--- config.mk ---
export PLATFORM = sky130hd
export DESIGN_NAME = uf_core
export DESIGN_NICKNAME = d
export VERILOG_FILES = /design/src/rtl/uf_pkg.sv /design/src/rtl/uf_core.sv
export SDC_FILE = /design/constraint.sdc
export NUM_CORES = 1
export LEC_CHECK = 0
export BUFFER_PORTS_ARGS = -buffer_cell sky130_fd_sc_hd__buf_2
export CORE_ASPECT_RATIO = 0.6
export CORE_UTILIZATION = 50
export DETAILED_ROUTE_END_ITERATION = 10
export PLACE_DENSITY = 0.71
export SYNTH_ARGS = -nofsm -noshare
export SYNTH_HDL_FRONTEND = slang
export SYNTH_SLANG_ARGS = --single-unit
--- constraint.sdc ---
create_clock -name clk -period 3.8 [get_ports clk]
set_input_delay 0.57 -clock clk [delete_from_list [all_inputs] [get_ports clk]]
set_output_delay 0.57 -clock clk [all_outputs]
set_load 0.05 [all_outputs]
--- src/rtl/uf_pkg.sv ---
package uf_pkg;

  localparam int NUM_ELEMENTS_DEF = 1024;

  localparam int IDX_W  = 10;
  localparam int CNT_W  = 11;
  localparam int RANK_W = 4;
  localparam int MODE_W = 2;

  localparam logic [MODE_W-1:0] MODE_MAKE  = 2'd0;
  localparam logic [MODE_W-1:0] MODE_UNION = 2'd1;
  localparam logic [MODE_W-1:0] MODE_FIND  = 2'd2;

  localparam logic [RANK_W-1:0] RANK_MAX = 4'd15;

  typedef enum logic [1:0] {
    ST_OK         = 2'd0,
    ST_MADE       = 2'd1,
    ST_NOT_ROOT   = 2'd2,
    ST_NEVER_MADE = 2'd3
  } status_t;

  typedef enum logic [2:0] {
    S_CLEAR,
    S_IDLE,
    S_CHK_A,
    S_CHK_B,
    S_UWIN,
    S_WALK,
    S_COMP,
    S_DONE
  } state_t;

  // one table entry per element
  typedef struct packed {
    logic              made;
    logic              root;
    logic [IDX_W-1:0]  parent;
    logic [CNT_W-1:0]  size;
    logic [RANK_W-1:0] rank;
  } entry_t;

  typedef struct packed {
    logic [IDX_W-1:0] result_index;
    status_t          status;
    logic [CNT_W-1:0] set_count;
    logic [CNT_W-1:0] set_size;
  } res_t;

endpackage

--- src/rtl/uf_core.sv ---
module uf_core #(
  parameter int NUM_ELEMENTS = uf_pkg::NUM_ELEMENTS_DEF,
  localparam int AW = $clog2(NUM_ELEMENTS)
) (
  input  logic                           clk,
  input  logic                           rst,
  input  logic                           in_valid,
  output logic                           in_ready,
  input  logic [uf_pkg::MODE_W-1:0]      in_mode,
  input  logic [uf_pkg::IDX_W-1:0]       in_index_a,
  input  logic [uf_pkg::IDX_W-1:0]       in_index_b,
  output logic                           res_valid,
  input  logic                           res_ready,
  output uf_pkg::res_t                   res,
  output logic                           mem_we,
  output logic [AW-1:0]                  mem_waddr,
  output uf_pkg::entry_t                 mem_wdata,
  output logic [AW-1:0]                  mem_raddr,
  input  uf_pkg::entry_t                 mem_rdata
);

  localparam logic [AW-1:0] LAST = AW'(NUM_ELEMENTS - 1);

  uf_pkg::state_t state, state_next;

  logic [AW-1:0]                 clr_cnt;
  logic [uf_pkg::MODE_W-1:0]     mode_q;
  logic [uf_pkg::IDX_W-1:0]      idx_a, idx_b, cur, res_index;
  uf_pkg::entry_t                ent_a, win_ent;
  logic [AW-1:0]                 win_addr;
  uf_pkg::status_t               res_status;
  logic [uf_pkg::CNT_W-1:0]      res_size, count;

  uf_pkg::entry_t                rd;
  logic                          a_in_range, b_in_range, rd_is_root, parent_oor;
  logic                          make_ok, ua_ok, fa_ok, ub_ok, same, a_loses, tie;
  logic                          w_stop, c_stop;
  logic [uf_pkg::CNT_W-1:0]      sum;
  logic [AW-1:0]                 lose_addr, win_addr_d;
  uf_pkg::entry_t                lose_ent, win_ent_d, made_ent, comp_ent;
  logic [uf_pkg::IDX_W-1:0]      win_idx;

  assign rd = mem_rdata;

  always_comb begin
    a_in_range = 32'(idx_a) < NUM_ELEMENTS;
    b_in_range = 32'(idx_b) < NUM_ELEMENTS;
    rd_is_root = rd.made & rd.root;
    parent_oor = 32'(rd.parent) >= NUM_ELEMENTS;
    make_ok    = a_in_range & ~rd.made;
    ua_ok      = a_in_range & rd_is_root;
    fa_ok      = a_in_range & rd.made;
    ub_ok      = b_in_range & rd_is_root;
    same       = idx_a == idx_b;
    a_loses    = ent_a.rank < rd.rank;
    tie        = ent_a.rank == rd.rank;
    w_stop     = rd.root | parent_oor;
    c_stop     = (cur == res_index) | rd.root;
    sum        = ent_a.size + rd.size;

    made_ent        = '0;
    made_ent.made   = 1'b1;
    made_ent.root   = 1'b1;
    made_ent.size   = uf_pkg::CNT_W'(1);
    made_ent.rank   = uf_pkg::RANK_W'(1);

    comp_ent        = rd;
    comp_ent.parent = res_index;

    if (a_loses) begin
      lose_addr       = AW'(idx_a);
      lose_ent        = ent_a;
      lose_ent.root   = 1'b0;
      lose_ent.parent = idx_b;
      win_addr_d      = AW'(idx_b);
      win_ent_d       = rd;
      win_ent_d.size  = sum;
      win_idx         = idx_b;
    end else begin
      lose_addr       = AW'(idx_b);
      lose_ent        = rd;
      lose_ent.root   = 1'b0;
      lose_ent.parent = idx_a;
      win_addr_d      = AW'(idx_a);
      win_ent_d       = ent_a;
      win_ent_d.size  = sum;
      win_idx         = idx_a;
      if (tie && ent_a.rank < uf_pkg::RANK_MAX) begin
        win_ent_d.rank = ent_a.rank + uf_pkg::RANK_W'(1);
      end
    end
  end

  // next state
  always_comb begin
    state_next = state;
    unique case (state)
      uf_pkg::S_CLEAR: if (clr_cnt == LAST) state_next = uf_pkg::S_IDLE;
      uf_pkg::S_IDLE:  if (in_valid) state_next = uf_pkg::S_CHK_A;
      uf_pkg::S_CHK_A: begin
        state_next = uf_pkg::S_DONE;
        if (mode_q == uf_pkg::MODE_UNION) begin
          if (ua_ok) state_next = uf_pkg::S_CHK_B;
        end else if (mode_q != uf_pkg::MODE_MAKE) begin
          if (fa_ok && !w_stop) state_next = uf_pkg::S_WALK;
        end
      end
      uf_pkg::S_CHK_B: begin
        state_next = (ub_ok && !same) ? uf_pkg::S_UWIN : uf_pkg::S_DONE;
      end
      uf_pkg::S_UWIN:  state_next = uf_pkg::S_DONE;
      uf_pkg::S_WALK:  if (w_stop) state_next = uf_pkg::S_COMP;
      uf_pkg::S_COMP:  if (c_stop || parent_oor) state_next = uf_pkg::S_DONE;
      uf_pkg::S_DONE:  if (res_ready) state_next = uf_pkg::S_IDLE;
      default:         state_next = uf_pkg::S_CLEAR;
    endcase
  end

  // outputs and memory port
  always_comb begin
    in_ready  = 1'b0;
    res_valid = 1'b0;
    mem_we    = 1'b0;
    mem_waddr = AW'(cur);
    mem_wdata = comp_ent;
    mem_raddr = AW'(rd.parent);
    unique case (state)
      uf_pkg::S_CLEAR: begin
        mem_we    = 1'b1;
        mem_waddr = clr_cnt;
        mem_wdata = '0;
      end
      uf_pkg::S_IDLE: begin
        in_ready  = 1'b1;
        mem_raddr = AW'(in_index_a);
      end
      uf_pkg::S_CHK_A: begin
        if (mode_q == uf_pkg::MODE_UNION) begin
          mem_raddr = AW'(idx_b);
        end else if (mode_q == uf_pkg::MODE_MAKE && make_ok) begin
          mem_we    = 1'b1;
          mem_waddr = AW'(idx_a);
          mem_wdata = made_ent;
        end
      end
      uf_pkg::S_CHK_B: begin
        if (ub_ok && !same) begin
          mem_we    = 1'b1;
          mem_waddr = lose_addr;
          mem_wdata = lose_ent;
        end
      end
      uf_pkg::S_UWIN: begin
        mem_we    = 1'b1;
        mem_waddr = win_addr;
        mem_wdata = win_ent;
      end
      uf_pkg::S_WALK: begin
        if (w_stop) mem_raddr = AW'(idx_a);
      end
      uf_pkg::S_COMP: begin
        mem_we = ~c_stop;
      end
      uf_pkg::S_DONE: res_valid = 1'b1;
      default: ;
    endcase
  end

  always_ff @(posedge clk) begin
    if (rst) begin
      state   <= uf_pkg::S_CLEAR;
      clr_cnt <= '0;
    end else begin
      state <= state_next;
      if (state == uf_pkg::S_CLEAR) clr_cnt <= clr_cnt + AW'(1);
    end
  end

  always_ff @(posedge clk) begin
    if (rst) begin
      count <= '0;
    end else if (state == uf_pkg::S_CHK_A && mode_q == uf_pkg::MODE_MAKE && make_ok) begin
      count <= count + uf_pkg::CNT_W'(1);
    end else if (state == uf_pkg::S_CHK_B && ub_ok && !same) begin
      count <= count - uf_pkg::CNT_W'(1);
    end
  end

  always_ff @(posedge clk) begin
    unique case (state)
      uf_pkg::S_IDLE: begin
        if (in_valid) begin
          mode_q <= in_mode;
          idx_a  <= in_index_a;
          idx_b  <= in_index_b;
        end
      end
      uf_pkg::S_CHK_A: begin
        ent_a     <= rd;
        res_index <= idx_a;
        res_size  <= '0;
        cur       <= rd.parent;
        if (mode_q == uf_pkg::MODE_MAKE) begin
          if (!a_in_range) begin
            res_status <= uf_pkg::ST_NEVER_MADE;
          end else if (rd.made) begin
            res_status <= uf_pkg::ST_MADE;
          end else begin
            res_status <= uf_pkg::ST_OK;
            res_size   <= uf_pkg::CNT_W'(1);
          end
        end else if (mode_q == uf_pkg::MODE_UNION) begin
          res_status <= uf_pkg::ST_NOT_ROOT;
        end else begin
          res_status <= fa_ok ? uf_pkg::ST_OK : uf_pkg::ST_NEVER_MADE;
          if (fa_ok && w_stop) res_size <= rd.size;
        end
      end
      uf_pkg::S_CHK_B: begin
        if (ub_ok) begin
          res_status <= uf_pkg::ST_OK;
          if (same) begin
            res_size <= ent_a.size;
          end else begin
            res_index <= win_idx;
            res_size  <= sum;
            win_addr  <= win_addr_d;
            win_ent   <= win_ent_d;
          end
        end
      end
      uf_pkg::S_WALK: begin
        if (w_stop) begin
          res_index <= cur;
          res_size  <= rd.size;
          cur       <= idx_a;
        end else begin
          cur <= rd.parent;
        end
      end
      uf_pkg::S_COMP: begin
        if (!c_stop) cur <= rd.parent;
      end
      default: ;
    endcase
  end

  assign res.result_index = res_index;
  assign res.status       = res_status;
  assign res.set_count    = count;
  assign res.set_size     = res_size;

  a_busy_after_accept: assert property (@(posedge clk) disable iff (rst)
    in_valid && in_ready |=> !in_ready)
    else $error("core took a word while busy");

  a_count_quiet: assert property (@(posedge clk) disable iff (rst)
    state != uf_pkg::S_CHK_A && state != uf_pkg::S_CHK_B |=> $stable(count))
    else $error("set count moved outside make or union");

  a_no_write_on_result: assert property (@(posedge clk) disable iff (rst)
    res_valid |-> !mem_we)
    else $error("table written while result is offered");

  a_error_size_zero: assert property (@(posedge clk) disable iff (rst)
    res_valid && res.status != uf_pkg::ST_OK |-> res.set_size == '0)
    else $error("error result carries a set size");

endmodule

[Word-level counts from Yosys, hierarchy flattened]
Cells that the tools add are included.
Storage, ports and cells
  bits in registers: 143
  bits of input ports: 53
  output and inout bits: 84
  logic and storage cells: 134
Cells by class
  add/subtract/negate cells: 5
  magnitude comparators: 2
  eq/ne operators: 20
  multiplexer cells: 55
  bitwise gates (word level): 5
  reduce and logical (&&, ||, !) cells: 26
Operators with widths (number)
  $mux W27: 5
  $mux W10: 11
  $pmux W27 S4: 1
  $pmux W10 S3: 3
  $mux W11: 8
  $pmux W10 S4: 1
  $pmux W11 S3: 1
  $pmux W3 S8: 1
  $mux W3: 7
  $eq A10 B10 Y1: 2
  $ne A2 B2 Y1 const B: 8
  $mux W2: 7
  $eq A3 B3 Y1 const B: 4
  $add A11 B1 Y11 const B: 1
  $add A11 B11 Y11: 1
  $sub A11 B1 Y11 const B: 1
  $add A10 B1 Y10 const B: 1
  $eq A10 B10 Y1 const B: 1
  $logic_and A1 B1 Y1: 9
  $mux W1: 7
  $eq A3 B2 Y1 const B: 2
  $reduce_and A2 Y1: 3
  $reduce_and A3 Y1: 2
  $reduce_bool A2 Y1: 3
  19 further kinds: 23

[Longest topological paths before layout]
  depth in word-level cells: 6
  mapped depth: 12
  depth with buffers taken out: 10

[Least setup slack after synthesis]
OpenSTA, ideal clock, no wires.
  path kind: register to output
  from: register idx_a[8] in the netlist's numbering
  to: output mem_waddr[2]
  data arrival time: 3112 ps
  required time: 3230 ps
  path slack: 118 ps
  cell stages (with the launch flop): 9
  path buffers: 1
  path through: edfxtp_1 -> xor2_1 -> nor4_2 -> a31oi_1 -> nand2_2 -> inv_2 -> buf_2 -> a211oi_1 -> nor3_1
Between the ends
  word-level cells in the longest chain between the ends: 5
RTL lines
  start, declared: line uf_core.sv:28  | logic [uf_pkg::IDX_W-1:0] idx_a, idx_b, cur, res_index;
  start signal, assigned: line uf_core.sv:194  | idx_a <= in_index_a;
  $eq A10 B10 Y1: line uf_core.sv:54  | same = idx_a == idx_b;
  $logic_not A1 Y1: line uf_core.sv:147  | if (ub_ok && !same) begin
  $logic_and A1 B1 Y1: line uf_core.sv:147
  $mux W10: line uf_core.sv:147
  $pmux W10 S4: line uf_core.sv:127  | unique case (state)
  end, declared: line uf_core.sv:16  | output logic [AW-1:0] mem_waddr,
No other way between the ends.

==> impl_summary.log <==
[metrics] power per standard cell area: 818 nW/um2
[metrics] Max IR drop VDD: 0.000533 V
[metrics] Max Freq: 0.272 GHz
[metrics] via-per-instance ratio: 6.24
[metrics] Fillers: 1379
[metrics] cells taking the most area after synthesis: sky130_fd_sc_hd__edfxtp_1 42%, sky130_fd_sc_hd__dfxtp_1 5.7%, sky130_fd_sc_hd__nand2_1 4.3%, sky130_fd_sc_hd__mux2_2 4.1%, sky130_fd_sc_hd__ha_1 3.7%
[metrics] sort of element at the end of the critical path: primary output
[metrics] cell area after placement: 9440 um2
[metrics] fraction of the yosys area taken by sequential cells: 48.1%
[metrics] detailed placer's ending HPWL: 17100 um
[metrics] DRC errors left: 0
[metrics] Crit Path Class: flip-flop to primary output
[metrics] fin nets: 1020
[metrics] data required time at the worst endpoint: 3230 ps
[metrics] class of the tightest hold or removal check: primary input to flip-flop
[metrics] Antenna Violating Nets Remaining: 0
[metrics] worst slack on hold paths: 314 ps
[metrics] leading area contributor after synthesis: sky130_fd_sc_hd__edfxtp_1
[metrics] initial antenna violation count: 1
[metrics] Num CTS Buffers: 17
[metrics] vias in the first global route: 6589
[metrics] cell-by-cell trace of the critical path: ha_1 > nor2b_1 > o21a_1 > o21a_1 > nor2_4 > buf_12 > mux2_2 > a221o_1 > buf_2
[metrics] library cell used as clock root buffer: sky130_fd_sc_hd__clkbuf_16
[metrics] Initial DRT Pass Iterations: 7
[metrics] Crit path top cell by count: sky130_fd_sc_hd__o21a_1
[metrics] setup repair after global routing missed its margin: no
[metrics] Die ar.: 17400 um2
[metrics] Period minus WS final: 3670 ps
[metrics] worst-case clock skew: 12.9 ps
[metrics] synthesized flop and latch total: 143
[metrics] overall power of the completed layout: 8.19 mW
[metrics] synthesized area: 8420 um2
[metrics] normalized max-slew margin: 9.79%
[metrics] critical path's slowest cell: sky130_fd_sc_hd__edfxtp_1
[metrics] number of endpoints failing setup at the final stage: 0
[metrics] CP max stage delay: 480 ps
[metrics] area share of the largest cell type after synthesis: 42.4%
[metrics] setup ws final: 127 ps
[metrics] warning count from the yosys run: 0
[metrics] most frequently used flop master after synthesis: sky130_fd_sc_hd__edfxtp_1
[metrics] Initial Util: 51.5%
[metrics] number of flops mapped to enable cells by yosys: 119
[metrics] worst endpoint data arrival time: 3100 ps
[metrics] Net Count, Synth: 880
[metrics] final core occ: 61.2%
[metrics] Final Routed Wirelength: 25000 um
[metrics] Max Transition Viols Final: 0
[metrics] async set-or-reset flop fraction in the synthesized netlist: 0%
[metrics] Worst Setup Start Kind: flip-flop
[metrics] total track usage: 29.4%
[metrics] maximum number of pins on one net before global-route repair: 49
[metrics] routed length per placed instance: 21.1 um
[metrics] Leakage Power: 4.17 nW
[metrics] Worst Setup Slack post-DPL: 320 ps
[metrics] worst-skew pair later-pin latency: 430 ps
[metrics] GR Overflow Total: 0
[metrics] max cap viols: 0
[metrics] number of H-tree branching levels: 4
[metrics] Chip Width: 170 um
[metrics] number of port buffers: 136
[metrics] proportion of layout cells with a drive suffix above 1: 26.2%
[metrics] status: finished, final reports clean
[metrics] Layout Area Growth over Synthesis: 18.7%
[metrics] instance count of the mapped netlist: 800
[metrics] Final Instance Count excl. Fillers: 1182
[metrics] period utilization: 96.7%
[metrics] count of pins on the block boundary: 137
[metrics] Syn Area/Cell: 10.5 um2
[metrics] first-pass GRT wire length: 38300 um
[metrics] Critical Path Fanout Max: 25
[metrics] Clock transition at path regs: 70 ps
[metrics] Final Instance Area: 10000 um2
[metrics] clock net sink count: 143
[metrics] Max Buffers Root-to-Sink: 2
[metrics] transition at the pin with the smallest max-transition slack: 1350 ps
[metrics] total negative slack: 0 ps
[metrics] cell count after placement: 1149
[metrics] Rows: 36
[metrics] most common cell after layout, fill and taps aside: sky130_fd_sc_hd__buf_2
[metrics] final number of hold-violating endpoints: 0
[metrics] number of DRC markers after the initial detailed-route iteration: 981
[metrics] commonest non-fill, non-tap cells in the layout: 135 x sky130_fd_sc_hd__buf_2, 119 x sky130_fd_sc_hd__edfxtp_1, 96 x sky130_fd_sc_hd__nand2_1
[metrics] vias: 7376
[metrics] CTS tree: built
[metrics] distinct cell type count of the synthesized netlist: 60
[metrics] Placeable Area: 16400 um2
[metrics] overall die height: 103 um
[metrics] gp weighted congestion: 0.863
-- flip-flops by register name, indices dropped and copies added (netlist names), 3 cells and up --
signal     flops
clr_cnt       10
count         11
cur           10
ent_a         27
idx_a         10
idx_b         10
res_index     10
res_size      11
state          3
win_addr      10
win_ent       27
-- repair_timing --
action | 4_1_cts | 5_1_grt
resized for setup | 1 | 1
setup buffers | 0 | 0
setup endpoints to repair | 5 | 1
hold buffers | 0 | 0
-- worst max-delay path: cells and delay by family (launching register included) --
family	cells	cell delay [ps]
compound gates	3	780
flops	1	480
buf+inv	2	410
mux	1	370
fa+ha+maj	1	330
simple gates	2	280
-- worst paths after layout --
check | depth (start not counted) | slack, ps | endpoint | start
max reg2reg | 10 | 640 | count[10]$_SDFFE_PP0P_ | state[2]$_SDFFE_PP0P_
min reg2reg | 2 | 490 | count[9]$_SDFFE_PP0P_ | count[9]$_SDFFE_PP0P_
min | 1 | 310 | idx_b[9]$_DFFE_PP_ | in_index_b[9]
max | 9 | 130 | mem_wdata[20] | ent_a[1]$_DFFE_PN_
-- cell usage after synthesis (5+ instances only) --
cell type	instances
sky130_fd_sc_hd__edfxtp_1	119
sky130_fd_sc_hd__nand2_1	96
sky130_fd_sc_hd__nor2_1	45
sky130_fd_sc_hd__a21oi_1	44
sky130_fd_sc_hd__o21ai_0	39
sky130_fd_sc_hd__clkbuf_1	34
sky130_fd_sc_hd__mux2_2	31
sky130_fd_sc_hd__xor2_1	27
sky130_fd_sc_hd__and3_1	25
sky130_fd_sc_hd__ha_1	25
sky130_fd_sc_hd__mux2i_1	25
sky130_fd_sc_hd__a221o_1	24
sky130_fd_sc_hd__dfxtp_1	24
sky130_fd_sc_hd__nor3_1	23
sky130_fd_sc_hd__a22oi_1	20
sky130_fd_sc_hd__xnor2_1	20
sky130_fd_sc_hd__o211ai_1	18
sky130_fd_sc_hd__inv_1	15
sky130_fd_sc_hd__nand3_1	14
sky130_fd_sc_hd__a2bb2oi_1	12
sky130_fd_sc_hd__a221oi_1	11
sky130_fd_sc_hd__a211oi_1	8
sky130_fd_sc_hd__nor2b_1	7
sky130_fd_sc_hd__a21o_1	6
sky130_fd_sc_hd__buf_2	6
sky130_fd_sc_hd__a31o_2	5
sky130_fd_sc_hd__nand4_1	5
-- report_power, final --
group / switching (mW) / leakage, nW / internal (mW)
logic: 3.07 / 2.63 / 1.26
clock network: 0.730 / 0.258 / 0.854
registers: 0.203 / 1.28 / 2.07
total: 4.00 / 4.17 / 4.18
-- final cells by class --
class | instances | area (um2) | share of cell area, %
well taps | 228 | 285 | 2.85
diodes | 1 | 2.50 | 0.0250
clock buffers | 17 | 425 | 4.25
multi-input cells | 590 | 4080 | 40.8
repair buffers | 171 | 958 | 9.58
flip-flops and latches | 143 | 4050 | 40.5
inverters | 17 | 63.8 | 0.638
clock inverters | 15 | 129 | 1.29
-- routing by layer --
metal | global-route usage, % | wire, um | part of all wire [%]
met5 | 0 | 0 | 0
met4 | 8.39 | 330 | 1.3
met2 | 40.7 | 10100 | 41
met3 | 6.26 | 2720 | 11
met1 | 45.8 | 11800 | 47
-- cell families after synthesis --
logic type	Yosys count	share of synthesized area, %
simple gates	240	13.6
xor+xnor	47	4.89
fa+ha+maj	27	4.19
mux	56	7.11
compound gates	220	18.6
flops	143	48.1
buf+inv	67	3.49
No activity file was read; power rests on OpenSTA's default activity.
